**src/rtl/core/iole_pkg.sv**
```systemverilog
// ----------------------------------------------------------------------------
// iole_pkg
// Shared types and constants for the indexed ordered list engine: item
// layouts, operation and status codes, sequencer states.
// ----------------------------------------------------------------------------
package iole_pkg;

    // default sizing
    localparam int CAPACITY_DEFAULT    = 64;
    localparam int VALUE_WIDTH_DEFAULT = 32;

    // fixed field widths of the items
    localparam int FUNC_WIDTH      = 2;
    localparam int POSITION_WIDTH  = 7;
    localparam int ITEM_VALUE_WIDTH = 32;
    localparam int STATUS_WIDTH    = 3;
    localparam int HIT_WIDTH       = 6;
    localparam int LENGTH_WIDTH    = 7;

    // widest stored value supported
    localparam int VALUE_EXT_WIDTH = 64;

    typedef enum logic [FUNC_WIDTH-1:0] {
        FUNC_INSERT = 2'd0,
        FUNC_DELETE = 2'd1,
        FUNC_SEARCH = 2'd2,
        FUNC_CLEAR  = 2'd3
    } t_func;

    typedef enum logic [STATUS_WIDTH-1:0] {
        STATUS_DONE      = 3'd0,
        STATUS_FULL      = 3'd1,
        STATUS_RANGE     = 3'd2,
        STATUS_EMPTY     = 3'd3,
        STATUS_NOT_FOUND = 3'd4
    } t_status;

    typedef struct packed {
        t_func                               func;
        logic [POSITION_WIDTH-1:0]           position_in;
        logic signed [ITEM_VALUE_WIDTH-1:0]  item_value;
    } t_in_item;

    typedef struct packed {
        t_status                   status;
        logic [HIT_WIDTH-1:0]      hit_position;
        logic [LENGTH_WIDTH-1:0]   length_now;
    } t_out_item;

    // handshake between the top level and the engine
    typedef struct packed {
        logic start;
        logic take;
    } t_eng_ctrl;

    typedef struct packed {
        logic idle;
        logic done;
    } t_eng_status;

    typedef enum logic [2:0] {
        ST_IDLE,
        ST_DECODE,
        ST_SHIFT_UP,
        ST_PLACE,
        ST_SHIFT_DN,
        ST_SCAN,
        ST_DONE
    } t_state;

endpackage

```
**src/rtl/core/indexed_ordered_list_engine_core.sv**
```systemverilog
// ----------------------------------------------------------------------------
// indexed_ordered_list_engine_core
// Ordered list of signed values with insert, delete, search and clear.
// ----------------------------------------------------------------------------
// One item is worked at a time. An item passes through a decode step, a walk
// step for each entry it walks and, for an insert, a place step that writes
// the new value on its own, before its result is ready. An insert walks the
// entries behind its point, a delete the entries behind the removed one, a
// search the entries up to and including the first match (or the whole
// length), and clear or a refused request walks none. The engine takes the
// next item in the cycle after it hands a result over. The walk pace is set
// by the entry memory, whose read port and write port move or compare one
// entry per cycle. The result sits in an output register, so the next item
// is taken while it waits.
module indexed_ordered_list_engine_core #(
    parameter int CAPACITY    = iole_pkg::CAPACITY_DEFAULT,
    parameter int VALUE_WIDTH = iole_pkg::VALUE_WIDTH_DEFAULT
) (
    input  logic                i_clk,
    input  logic                i_rst_n,
    input  logic                i_in_valid,
    output logic                o_in_ready,
    input  iole_pkg::t_in_item  i_in_item,
    output logic                o_out_valid,
    input  logic                i_out_ready,
    output iole_pkg::t_out_item o_out_item
);

    iole_pkg::t_eng_ctrl   eng_ctrl;
    iole_pkg::t_eng_status eng_status;
    iole_pkg::t_out_item   eng_result;

    logic                r_out_valid;
    iole_pkg::t_out_item r_out_item;

    // input side: the engine takes an item when idle
    assign o_in_ready     = eng_status.idle;
    assign eng_ctrl.start = i_in_valid && eng_status.idle;

    // output side: move a finished result when the register frees up
    assign eng_ctrl.take = eng_status.done && (!r_out_valid || i_out_ready);

    iole_engine #(
        .CAPACITY    (CAPACITY),
        .VALUE_WIDTH (VALUE_WIDTH)
    ) u_engine (
        .i_clk    (i_clk),
        .i_rst_n  (i_rst_n),
        .i_ctrl   (eng_ctrl),
        .i_req    (i_in_item),
        .o_status (eng_status),
        .o_result (eng_result)
    );

    // output valid
    always_ff @(posedge i_clk) begin
        if (!i_rst_n) begin
            r_out_valid <= 1'b0;
        end else if (eng_ctrl.take) begin
            r_out_valid <= 1'b1;
        end else if (i_out_ready) begin
            r_out_valid <= 1'b0;
        end
    end

    // output item
    always_ff @(posedge i_clk) begin
        if (eng_ctrl.take) begin
            r_out_item <= eng_result;
        end
    end

    assign o_out_valid = r_out_valid;
    assign o_out_item  = r_out_item;

endmodule

```
**src/rtl/core/iole_engine.sv**
```systemverilog
// ----------------------------------------------------------------------------
// iole_engine
// List store and sequencer: one synchronous memory holds the entries, the
// sequencer moves or compares one entry per cycle through its two ports.
// ----------------------------------------------------------------------------
module iole_engine #(
    parameter int CAPACITY    = iole_pkg::CAPACITY_DEFAULT,
    parameter int VALUE_WIDTH = iole_pkg::VALUE_WIDTH_DEFAULT
) (
    input  logic                   i_clk,
    input  logic                   i_rst_n,
    input  iole_pkg::t_eng_ctrl    i_ctrl,
    input  iole_pkg::t_in_item     i_req,
    output iole_pkg::t_eng_status  o_status,
    output iole_pkg::t_out_item    o_result
);

    localparam int AW = (CAPACITY > 1) ? $clog2(CAPACITY) : 1;
    localparam int CW = $clog2(CAPACITY + 1);
    localparam int PW = (CW > iole_pkg::POSITION_WIDTH) ? CW : iole_pkg::POSITION_WIDTH;

    // entry memory, one read and one write port, registered read data
    logic [VALUE_WIDTH-1:0] mem [CAPACITY];
    logic [VALUE_WIDTH-1:0] r_rdata;
    logic                   mem_re;
    logic [AW-1:0]          mem_raddr;
    logic                   mem_we;
    logic [AW-1:0]          mem_waddr;
    logic [VALUE_WIDTH-1:0] mem_wdata;

    iole_pkg::t_state  r_state, n_state;
    logic [CW-1:0]     r_count, n_count;
    logic [CW-1:0]     r_ptr, n_ptr;
    iole_pkg::t_status r_status, n_status;
    logic [iole_pkg::HIT_WIDTH-1:0] r_hit, n_hit;

    // latched request
    iole_pkg::t_func                     r_func;
    logic [iole_pkg::POSITION_WIDTH-1:0] r_pos;
    logic [VALUE_WIDTH-1:0]              r_key;

    logic [iole_pkg::VALUE_EXT_WIDTH-1:0] val_ext;
    logic [PW-1:0] pos_ext, cnt_ext, ptr_ext, cap_ext;
    logic [CW-1:0] cnt_m1, ptr_p1, ptr_m1;

    // stored value is the low bits of the field
    assign val_ext = {{(iole_pkg::VALUE_EXT_WIDTH - iole_pkg::ITEM_VALUE_WIDTH){1'b0}},
                      i_req.item_value};

    assign pos_ext = PW'(r_pos);
    assign cnt_ext = PW'(r_count);
    assign ptr_ext = PW'(r_ptr);
    assign cap_ext = PW'(CAPACITY);
    assign cnt_m1  = r_count - CW'(1);
    assign ptr_p1  = r_ptr + CW'(1);
    assign ptr_m1  = r_ptr - CW'(1);

    // memory
    always_ff @(posedge i_clk) begin
        if (mem_we) begin
            mem[mem_waddr] <= mem_wdata;
        end
        if (mem_re) begin
            r_rdata <= mem[mem_raddr];
        end
    end

    // control registers
    always_ff @(posedge i_clk) begin
        if (!i_rst_n) begin
            r_state <= iole_pkg::ST_IDLE;
            r_count <= '0;
        end else begin
            r_state <= n_state;
            r_count <= n_count;
        end
    end

    // working and payload registers
    always_ff @(posedge i_clk) begin
        r_ptr    <= n_ptr;
        r_status <= n_status;
        r_hit    <= n_hit;
        if (i_ctrl.start) begin
            r_func <= i_req.func;
            r_pos  <= i_req.position_in;
            r_key  <= val_ext[VALUE_WIDTH-1:0];
        end
    end

    // sequencer
    always_comb begin
        n_state   = r_state;
        n_count   = r_count;
        n_ptr     = r_ptr;
        n_status  = r_status;
        n_hit     = r_hit;
        mem_re    = 1'b0;
        mem_raddr = r_ptr[AW-1:0];
        mem_we    = 1'b0;
        mem_waddr = r_ptr[AW-1:0];
        mem_wdata = r_rdata;

        unique case (r_state)
            iole_pkg::ST_IDLE: begin
                if (i_ctrl.start) begin
                    n_state = iole_pkg::ST_DECODE;
                end
            end

            // check the request, start the walk
            iole_pkg::ST_DECODE: begin
                n_status = iole_pkg::STATUS_DONE;
                n_hit    = '0;
                n_state  = iole_pkg::ST_DONE;
                case (r_func)
                    iole_pkg::FUNC_INSERT: begin
                        if (cnt_ext >= cap_ext) begin
                            n_status = iole_pkg::STATUS_FULL;
                        end else if (pos_ext > cnt_ext) begin
                            n_status = iole_pkg::STATUS_RANGE;
                        end else if (pos_ext == cnt_ext) begin
                            n_state = iole_pkg::ST_PLACE;
                        end else begin
                            mem_re    = 1'b1;
                            mem_raddr = cnt_m1[AW-1:0];
                            n_ptr     = cnt_m1;
                            n_state   = iole_pkg::ST_SHIFT_UP;
                        end
                    end
                    iole_pkg::FUNC_DELETE: begin
                        if (r_count == '0) begin
                            n_status = iole_pkg::STATUS_EMPTY;
                        end else if (pos_ext >= cnt_ext) begin
                            n_status = iole_pkg::STATUS_RANGE;
                        end else if (pos_ext == PW'(cnt_m1)) begin
                            // last entry, nothing moves
                            n_count = cnt_m1;
                        end else begin
                            mem_re    = 1'b1;
                            mem_raddr = AW'(r_pos + 7'd1);
                            n_ptr     = CW'(pos_ext + PW'(1));
                            n_state   = iole_pkg::ST_SHIFT_DN;
                        end
                    end
                    iole_pkg::FUNC_SEARCH: begin
                        if (r_count == '0) begin
                            n_status = iole_pkg::STATUS_NOT_FOUND;
                        end else begin
                            mem_re    = 1'b1;
                            mem_raddr = '0;
                            n_ptr     = '0;
                            n_state   = iole_pkg::ST_SCAN;
                        end
                    end
                    iole_pkg::FUNC_CLEAR: begin
                        n_count = '0;
                    end
                    default: begin
                        n_state = iole_pkg::ST_DONE;
                    end
                endcase
            end

            // move entry ptr up one place, walking toward the insert point
            iole_pkg::ST_SHIFT_UP: begin
                mem_we    = 1'b1;
                mem_waddr = ptr_p1[AW-1:0];
                mem_wdata = r_rdata;
                if (ptr_ext == pos_ext) begin
                    n_state = iole_pkg::ST_PLACE;
                end else begin
                    mem_re    = 1'b1;
                    mem_raddr = ptr_m1[AW-1:0];
                    n_ptr     = ptr_m1;
                end
            end

            // write the new value at the insert point
            iole_pkg::ST_PLACE: begin
                mem_we    = 1'b1;
                mem_waddr = pos_ext[AW-1:0];
                mem_wdata = r_key;
                n_count   = r_count + CW'(1);
                n_state   = iole_pkg::ST_DONE;
            end

            // move entry ptr down one place, walking toward the end
            iole_pkg::ST_SHIFT_DN: begin
                mem_we    = 1'b1;
                mem_waddr = ptr_m1[AW-1:0];
                mem_wdata = r_rdata;
                if (r_ptr == cnt_m1) begin
                    n_count = cnt_m1;
                    n_state = iole_pkg::ST_DONE;
                end else begin
                    mem_re    = 1'b1;
                    mem_raddr = ptr_p1[AW-1:0];
                    n_ptr     = ptr_p1;
                end
            end

            // compare one entry per cycle, stop at the first match
            iole_pkg::ST_SCAN: begin
                if (r_rdata == r_key) begin
                    n_hit   = ptr_ext[iole_pkg::HIT_WIDTH-1:0];
                    n_state = iole_pkg::ST_DONE;
                end else if (r_ptr == cnt_m1) begin
                    n_status = iole_pkg::STATUS_NOT_FOUND;
                    n_state  = iole_pkg::ST_DONE;
                end else begin
                    mem_re    = 1'b1;
                    mem_raddr = ptr_p1[AW-1:0];
                    n_ptr     = ptr_p1;
                end
            end

            iole_pkg::ST_DONE: begin
                if (i_ctrl.take) begin
                    n_state = iole_pkg::ST_IDLE;
                end
            end

            default: begin
                n_state = iole_pkg::ST_IDLE;
            end
        endcase
    end

    // status and result
    assign o_status.idle = (r_state == iole_pkg::ST_IDLE);
    assign o_status.done = (r_state == iole_pkg::ST_DONE);

    assign o_result.status       = r_status;
    assign o_result.hit_position = r_hit;
    assign o_result.length_now   = cnt_ext[iole_pkg::LENGTH_WIDTH-1:0];

`ifndef SYNTHESIS
    // walks never read and write one entry in the same cycle
    a_no_same_entry: assert property (@(posedge i_clk) disable iff (!i_rst_n)
        (mem_re && mem_we) |-> (mem_raddr != mem_waddr))
        else $error("read and write hit the same entry");

    // a new value only goes in when there is room
    a_place_room: assert property (@(posedge i_clk) disable iff (!i_rst_n)
        (r_state == iole_pkg::ST_PLACE) |=> (r_count == $past(r_count) + CW'(1)) &&
        (r_count <= CW'(CAPACITY)))
        else $error("insert overflowed the list");

    // search never looks past the held entries
    a_scan_bound: assert property (@(posedge i_clk) disable iff (!i_rst_n)
        (r_state == iole_pkg::ST_SCAN) |-> (r_ptr < r_count))
        else $error("search beyond length");

    // a request only starts an idle engine
    a_start_idle: assert property (@(posedge i_clk) disable iff (!i_rst_n)
        i_ctrl.start |-> (r_state == iole_pkg::ST_IDLE))
        else $error("start while busy");
`endif

endmodule

```
**config.mk**
```make
export PLATFORM = sky130hd
export DESIGN_NAME = indexed_ordered_list_engine_core
export DESIGN_NICKNAME = d
export VERILOG_FILES = /design/src/rtl/core/iole_pkg.sv /design/src/rtl/core/indexed_ordered_list_engine_core.sv /design/src/rtl/core/iole_engine.sv
export SDC_FILE = /design/constraint.sdc
export NUM_CORES = 2
export LEC_CHECK = 0
export BUFFER_PORTS_ARGS = -buffer_cell sky130_fd_sc_hd__buf_2
export CAP_MARGIN = 30
export CELL_PAD_IN_SITES_DETAIL_PLACEMENT = 1
export CELL_PAD_IN_SITES_GLOBAL_PLACEMENT = 1
export CORE_UTILIZATION = 30
export DETAILED_ROUTE_END_ITERATION = 6
export MAX_ROUTING_LAYER = met4
export PLACE_DENSITY = 0.5
export REMOVE_ABC_BUFFERS = 1
export SYNTH_ARGS = -nofsm -noshare
export SYNTH_HDL_FRONTEND = slang
export SYNTH_SLANG_ARGS = --single-unit
```
**constraint.sdc**
```tcl
create_clock -name i_clk -period 7.1 [get_ports i_clk]
set_clock_uncertainty 0.1 [all_clocks]
set_input_delay 2.13 -clock i_clk [delete_from_list [all_inputs] [get_ports i_clk]]
set_output_delay 2.13 -clock i_clk [all_outputs]
set_load 0.01 [all_outputs]
```
==> impl_metrics.toml <==
[status]
outcome = "completed"

[drt]
drt-total-wl_mm = 299.3
wl_per_cell_um = 31.95
remaining_drc_errors = 0
ant_nets = 0
drt_iter0_drc = 4816
vias = 51010
drt_first_pass_iters = 5
vias_per_cell = 5.445

[global_routing]
grt_pass1_wl_mm = 420.1
grt_usage = 0.2078
grt_max_degree = 119
grt_pass1_vias = 52230
grt_overflow = 0
antenna_found_initial = 11

[cells_and_area]
drive_gt1_frac = 0.1875
area_growth_pct = 16.72
nets = 5466
n_fill_cell = 28830

[clock_network]
htreeDepth = 4
cts_tree = "done"
insertion_delay_ps = 910
cts_hold_buf = 0
clock-sinks = 2164
cts_inserted_buffers = 238
clk_transition_reported_paths_ps = 60
root_buffer = "clkbuf_16"
post_cts_buffers = 0
cts_resized = 0
clk_path_buf_depth = 4

[synthesis]
async_reset_ff_frac = 0
synth_edf_count = 2153
ys_types = 87
synth-seq-cells = 2164
yosys.area.top_type = "edfxtp_1"
avgSynthCellArea_um2 = 16.81
synth_top_cell_area_share = 0.7434
synth-seq-area-share = 0.7459
syn_inst = 5173
yosys_warnings = 0
netlist_area_mm2 = 0.08697
synth_ff_type = "edfxtp_1"
synthTopCellsByArea = "edfxtp_1 (74%), mux4_2 (5.7%), nand2_1 (2.3%), a211oi_1 (2.1%), nor4b_1 (2.1%)"

[placement]
gp_congestion = 0.8465
io_buffers = 62
hpwl_mm = 175.6

[min_path]
hold_class = "reg -> reg"

[critical_path]
startpoint = "u_engine.r_rdata[7]"
rrSetupSlack_ps = 570
crit-reg2reg-capture = "u_engine.r_rdata[7]"
cp.required_ps = 7730
cp-start-kind = "flip-flop"
crit_fanout = 41
cp.arrival_ps = 7160
critPathKind = "reg -> reg"
r2r-start = "u_engine.r_rdata[7]"
cp-end-kind = "flip-flop"
endpoint = "u_engine.r_rdata[7]"
ff2ff_path_depth = 14

[timing]
hold_violations = 0
setup_violations = 0
max_freq_mhz = 153.1
timing.final.crit_share = 0.9198
hold_slack_ps = 318.3
slew_headroom = 0.1825
rsz0062_at_grt = "false"
min_period_ps = 6530
drv_slew = 0
worst_slew_pin_slew_ps = 1226

[floorplanning]
die-area_mm2 = 0.2921
initial_core_util = 0.3018
core_area_mm2 = 0.2881
num_io_pins = 63
rows = 197
chipWidth_um = 540.4
dieHeight_um = 540.4

[run]
maxCapViolCount = 0
## how the worst min path moves through the flow
stage                              start             end  slack (ps)  cells past startpoint
floorplan              u_engine.r_hit[3]  o_out_item[10]         300                      0
global placement    u_engine.r_status[0]  o_out_item[13]         310                      0
detailed placement  u_engine.r_status[2]  o_out_item[15]         310                      0
CTS                 u_engine.r_status[2]  o_out_item[15]         320                      0
global route           u_engine.r_hit[5]  o_out_item[12]         320                      0
finish              u_engine.r_status[2]  o_out_item[15]         320                      0
## state kept, by name, summed over array words and instances (netlist names)
| name | count |
|---|---|
| u_engine.pos_ext | 7 |
| o_out_valid | 1 |
| u_engine.r_hit | 6 |
| u_engine.mem | 2048 |
| u_engine.ptr_ext | 7 |
| u_engine.r_rdata | 32 |
| u_engine.r_state | 3 |
| u_engine.r_func | 2 |
| u_engine.r_key | 32 |
| o_out_item | 16 |
| u_engine.r_status | 3 |
| u_engine.cnt_ext | 7 |
## through the flow
step / instance area [um^2] / worst slack [ps] / instances / util / setup TNS [ps]
2_1_floorplan: 85330 / -89070 / 4801 / - / -2845870
3_3_place_gp: 94170 / 747.3 / 8934 / 0.3268 / 0
3_5_place_dp: 94340 / 632.2 / 8943 / 0.3274 / 0
4_1_cts: 101500 / 608.9 / 9362 / 0.3521 / 0
5_1_grt: 101500 / 439.5 / 9365 / 0.3523 / 0
6_report: 101500 / 569.6 / 9369 / 0.3523 / 0
## cell usage after synthesis (36+ instances only)
master / n
a211oi_1: 244
a21oi_1: 105
a221oi_1: 105
a22o_1: 36
a22oi_1: 91
a32oi_1: 49
buf_2: 67
clkbuf_1: 251
edfxtp_1: 2153
inv_1: 91
mux2i_1: 68
mux4_2: 220
nand2_1: 534
nand3_1: 108
nand4_1: 104
nor2_1: 122
nor2b_1: 113
nor4_1: 78
nor4b_1: 204
xor2_1: 46
## cell usage in the layout (no fill, tap or decap), types with 36 or more instances in the layout
master,n
edfxtp_1,2153
nor2_1,52
a21oi_1,105
nor2_4,71
a22oi_1,91
buf_12,75
a22o_1,36
buf_4,223
nor2b_1,113
clkinv_1,62
nand4_1,104
nand2_1,500
a211oi_1,244
xor2_1,46
mux2i_1,68
clkbuf_16,240
clkbuf_1,58
a32oi_1,49
a221oi_1,105
mux4_2,220
nor4b_1,203
inv_1,91
buf_2,63
nor4_1,75
nand3_1,108
## critical path: stages (launching register included)
cell      delay, ps
edfxtp_1        510
xor2_1          280
nor4_1          840
nand4_1         370
nor3_1          610
o31ai_1         250
o221ai_4        220
or3_4           650
buf_12          320
buf_4           340
buf_4           310
a211oi_1        130
nor4_1          740
a211oi_1        360
nand4_1         200
## kinds of logic (layout without fill, tap and decap cells)
logic type                 count (synthesis)  count (layout)  share of synthesized area
DFF                                     2164            2164                     0.7459
and+or+nand+nor                         1378            1378                    0.08606
xor gates and xnor gates                  79              79                   0.008286
adders and majority gates                 17              17                   0.002446
buffers and inverters                    464             874                    0.02280
muxes                                    290             290                    0.06505
other                                      0               5                          0
AOI/OAI and AO/OA                        781             781                    0.06946
## per-layer routing
metal  vias up  track usage  share of wire
li1      21420            -              -
met1     27740       0.2824           0.45
met2      1497       0.3331           0.48
met3       356      0.02431          0.052
met4         0      0.04826          0.022
met5         -            -              0
## layout make-up
cell class | count | area [um^2] | share of cell area
clock buffers | 299 | 6237 | 0.06144
diodes | 5 | 12.51 | 0.0001233
flip-flops and latches | 2164 | 64870 | 0.6390
repair buffers | 363 | 3546 | 0.03493
clock inverters | 120 | 885.9 | 0.008726
inverters | 92 | 345.3 | 0.003402
well taps | 3781 | 4731 | 0.04660
multi-input cells | 2545 | 20880 | 0.2057
Power is left out: the tool's default activity adds up to more than one toggle a clock period on the data nets, which glitch-free logic cannot reach.
